==> src/design/range_min_segment_tree_assert.svh <==
// Assertion macros for the RTL, used by range_min_segment_tree.sv.
// Each macro expects clk and rst_n to exist in the module that uses it.
`ifndef RANGE_MIN_SEGMENT_TREE_ASSERT_SVH
`define RANGE_MIN_SEGMENT_TREE_ASSERT_SVH

// Same-cycle implication.
`define RMST_ASSERT_IMP(label, ante, cons, msg) \
  label: assert property (@(posedge clk) disable iff (!rst_n) (ante) |-> (cons)) \
    else $error(msg);

// Next-cycle implication.
`define RMST_ASSERT_NXT(label, ante, cons, msg) \
  label: assert property (@(posedge clk) disable iff (!rst_n) (ante) |=> (cons)) \
    else $error(msg);

`endif

==> src/design/rmst_pkg.sv <==
package rmst_pkg;

  // Field widths
  localparam int IDX_W = 10;
  localparam int VAL_W = 32;

  // Empty-range answer and reset value of every node
  localparam logic signed [VAL_W-1:0] INT_MAX = 32'sh7FFF_FFFF;

  // Command codes
  localparam logic CMD_WRITE = 1'b0;
  localparam logic CMD_QUERY = 1'b1;

  // Sequencer states
  typedef enum logic [2:0] {
    ST_CLR,
    ST_IDLE,
    ST_WR_LEAF,
    ST_WR_UP,
    ST_Q_A,
    ST_Q_B,
    ST_Q_OUT
  } state_t;

endpackage

==> src/design/rmst_min.sv <==
module rmst_min (
  input  logic signed [rmst_pkg::VAL_W-1:0] op_a,
  input  logic signed [rmst_pkg::VAL_W-1:0] op_b,
  output logic signed [rmst_pkg::VAL_W-1:0] res
);
  import rmst_pkg::*;

  // signed minimum, shared by tree refresh and query accumulation
  always_comb begin
    res = (op_a < op_b) ? op_a : op_b;
  end

endmodule

==> config.mk <==
export PLATFORM = sky130hd
export DESIGN_NAME = rmst_min
export DESIGN_NICKNAME = d
export VERILOG_FILES = /design/src/design/range_min_segment_tree_assert.svh /design/src/design/rmst_pkg.sv /design/src/design/rmst_min.sv
export SDC_FILE = /design/constraint.sdc
export NUM_CORES = 1
export LEC_CHECK = 0
export CAP_MARGIN = 40
export CORE_MARGIN = 4
export CORE_UTILIZATION = 40
export DETAILED_ROUTE_END_ITERATION = 12
export DONT_BUFFER_PORTS = 1
export PLACE_DENSITY_LB_ADDON = 0.2
export SLEW_MARGIN = 10
export SYNTH_ARGS = -nofsm -noshare
export SYNTH_HDL_FRONTEND = slang
export SYNTH_SLANG_ARGS = --single-unit
export TNS_END_PERCENT = 1
==> constraint.sdc <==
create_clock -name vclk -period 2.7
set_clock_uncertainty 0.05 [all_clocks]
set_input_delay 0 -clock vclk [all_inputs]
set_output_delay 0 -clock vclk [all_outputs]
set_load 0.05 [all_outputs]
Yosys cells after proc, flatten, opt, wreduce, memory -nomap -nowiden
Cells that the tools add are included.
W data, S select, Z words.
- logic and storage cells: 2
- output and inout bits: 32
- input bits: 64
- bits in registers: 0
- magnitude comparators: 1
- mux-type cells: 1
- operators by type and width (kind ; count):
    $lt A32 B32 Y1 ; 1
    $mux W32 ; 1

Longest topological paths before layout
- depth after elaboration: 2
- gate-level depth with buffers: 9
- gate-level depth less buffers: 8

Worst setup path after synthesis
Ideal clock, no wire load.
- kind: input-to-output
- start point: input op_b[25] (netlist name)
- end point: output res[29] (netlist name)
- data required time: 2.650 ns
- setup slack: 0.449 ns
- path buffers: 1
- arrival time: 2.201 ns
- stages: 9
- cells stage by stage: inv_1 -> ha_1 -> a21o_1 -> a221o_1 -> a211oi_2 -> o22ai_1 -> a211oi_4 -> buf_6 -> mux2_1
- word-level cells in the longest chain between the ends: 2
- RTL lines (what ; line ; text):
    start, declared ; rmst_min.sv:3 ; input logic signed [rmst_pkg::VAL_W-1:0] op_b,
    $lt A32 B32 Y1 ; rmst_min.sv:10 ; res = (op_a < op_b) ? op_a : op_b;
    $mux W32 ; rmst_min.sv:10 ;
    end, declared ; rmst_min.sv:4 ; output logic signed [rmst_pkg::VAL_W-1:0] res
Every way passes these cells.

Final worst setup path
- start point: input op_b[25] (netlist name)
- end point: output res[2] (netlist name)
The elaborated chain is that of the path after synthesis.

==> impl_metrics.ini <==
[outcome]
outcome = complete, no violations

[placed_design]
place.detailed.instances = 179
pre_cts_slack_ns = 0.3685
hpwl_um = 2609
io_buffers = 0
globalplace.congestion = 0.7161

[layout]
stdcell_count = 179
seqCellArea_um2 = 0
design.seq.count = 0
diodes = 0
fin_util = 0.4402
nClkBuffers = 0
area_delta_synth_final_pct = 2.919
layout-drive-gt1-share = 0.2432
nets = 245

[timing]
tightestPinTransition_ns = 0.3361
grt_setup_unrepaired = false
fin_ws_ns = 0.3701
hold_violations = 0
relSlewSlack = 0.7759
fmax_mhz = 429.2
setup_viol = 0
finalCritPeriodShare = 0.8629
maxSlewViolCount = 0
fin_crit_ns = 2.330
tns_ns = 0

[global_routing]
antenna_found_initial = 0
grt_max_degree = 17
grt_pass1_wl_um = 4781
track_usage = 0.1348
grt_remaining_overflow = 0
grt_pass1_vias = 1179

[floorplan]
die_h_um = 62.77
ioPinCount = 96
fp-row-count = 19
start_util = 0.4277
die_w_um = 62.77
coreArea_um2 = 2805
die_area_um2 = 3940

[critical_path]
critPathBufInv = 3
startpoint_type = primary input
crit_path_start = op_b[25]
critPathMostFrequentCell = buf_4
cp_top_family = compound AO/OA/AOI/OAI gates
crit_slowest_cell = mux2_1
critical_path_arrival_ns = 2.28
path_cells = inv_1, ha_1, a21o_1, a221o_1, a211oi_2, o22ai_1, a211oi_4, buf_4, mux2_1, buf_4
cp.depth = 10
critical_path_class = primary input to output pin
cp-end-kind = output pin
slowest_delay_ns = 0.34
crit_path_end = res[2]
cp_data_required_time_ns = 2.65
worstPathMaxFanout = 16

[synthesis]
yosysSeqAreaShare = 0
synth_cells = 147
avgSynthCellArea_um2 = 8.163
syn_area_um2 = 1200
netlist_top_cells_area = ha_1, mux2_2, inv_1, a21oi_1, buf_6
ys_top_cells_by_count = inv_1, ha_1, mux2_2
yosysMostFrequentCell = inv_1
netlist.top_cell.by_area = ha_1
yosys_warnings = 0
ys_types = 24
synth_top_area_share = 0.3233
synth_nets = 242

[routing]
wl_per_cell_um = 15.56
via_per_inst = 5.872
dr.pass1.iters = 4
vias = 1051
antenna_left = 0
routed_wl_um = 2785
wl_met2_um = 1529
first_iter_violations = 23
drt-met1-wl_um = 1018
drcViolationCount = 0
route.met3.wl_um = 238
top_layer_used = met3

[job]
maxCapViolations = 0

[pwr]
ir_drop_uv = 186.3
cellPowerDensity_nw_per_um2 = 397.9
p_leak_nw = 0.6631

[clocking]
cts_hold_buffers = 0
postCtsSetupBuffers = 0
cts.repair.resized = 0

[worst_hold_path]
hold_path_class = primary input to output pin
-- through the flow --
stage                     hold WS [ns]  total power, mW  cell area [um2]
after floorplan                 0.2464           0.4602             1200
after global placement          0.2346           0.4867             1235
after detailed placement        0.2390           0.4953             1235
after CTS                       0.2404           0.4969             1235
after global routing            0.2479           0.5256             1235
final                           0.2380           0.4914             1235
-- cell usage in the layout (no fill, tap or decap), types with 3 or more instances in the layout --
cell,synthesis,layout
a21oi_1,12,12
buf_4,0,4
ha_1,31,31
inv_1,32,32
mux2_2,30,30
nand2_1,7,7
nand3_1,3,3
nand4_1,3,3
nor2_1,4,4
o21ai_0,3,3
-- layout make-up --
| type | count | area (um2) |
|---|---|---|
| tap | 31 | 38.79 |
| fill | 277 | 1570 |
| multi-input combinational | 112 | 1046 |
| inverter | 32 | 120.1 |
| timing repair buffer | 4 | 30.03 |
-- worst min path at each step --
stage	startpoint	endpoint	slack, ns	cells after the start
2_1_floorplan	op_b[0]	res[0]	0.25	1
3_3_place_gp	op_b[29]	res[29]	0.23	2
3_5_place_dp	op_b[29]	res[29]	0.24	2
4_1_cts	op_b[2]	res[2]	0.24	2
5_1_grt	op_b[29]	res[29]	0.25	2
6_report	op_b[2]	res[2]	0.24	2
-- metal layers --
layer / GRT usage / up-vias
met2: 0.2903 / 48
li1: - / 527
met3: 0.02338 / 0
met4: 0.002755 / 0
met1: 0.1378 / 476
met5: 0 / -
-- kinds of logic after synthesis --
logic type,share of synthesized area
and+or+nand+nor,0.09802
buffers and inverters,0.1283
muxes,0.3003
AOI/OAI and AO/OA,0.1502
adders and majority gates,0.3233
-- power by group --
part,switching (mW),internal (mW),total [mW]
logic,0.351,0.140,0.491
clock network,0,0,0
registers,0,0,0
Power figures use the tool's default switching activity.
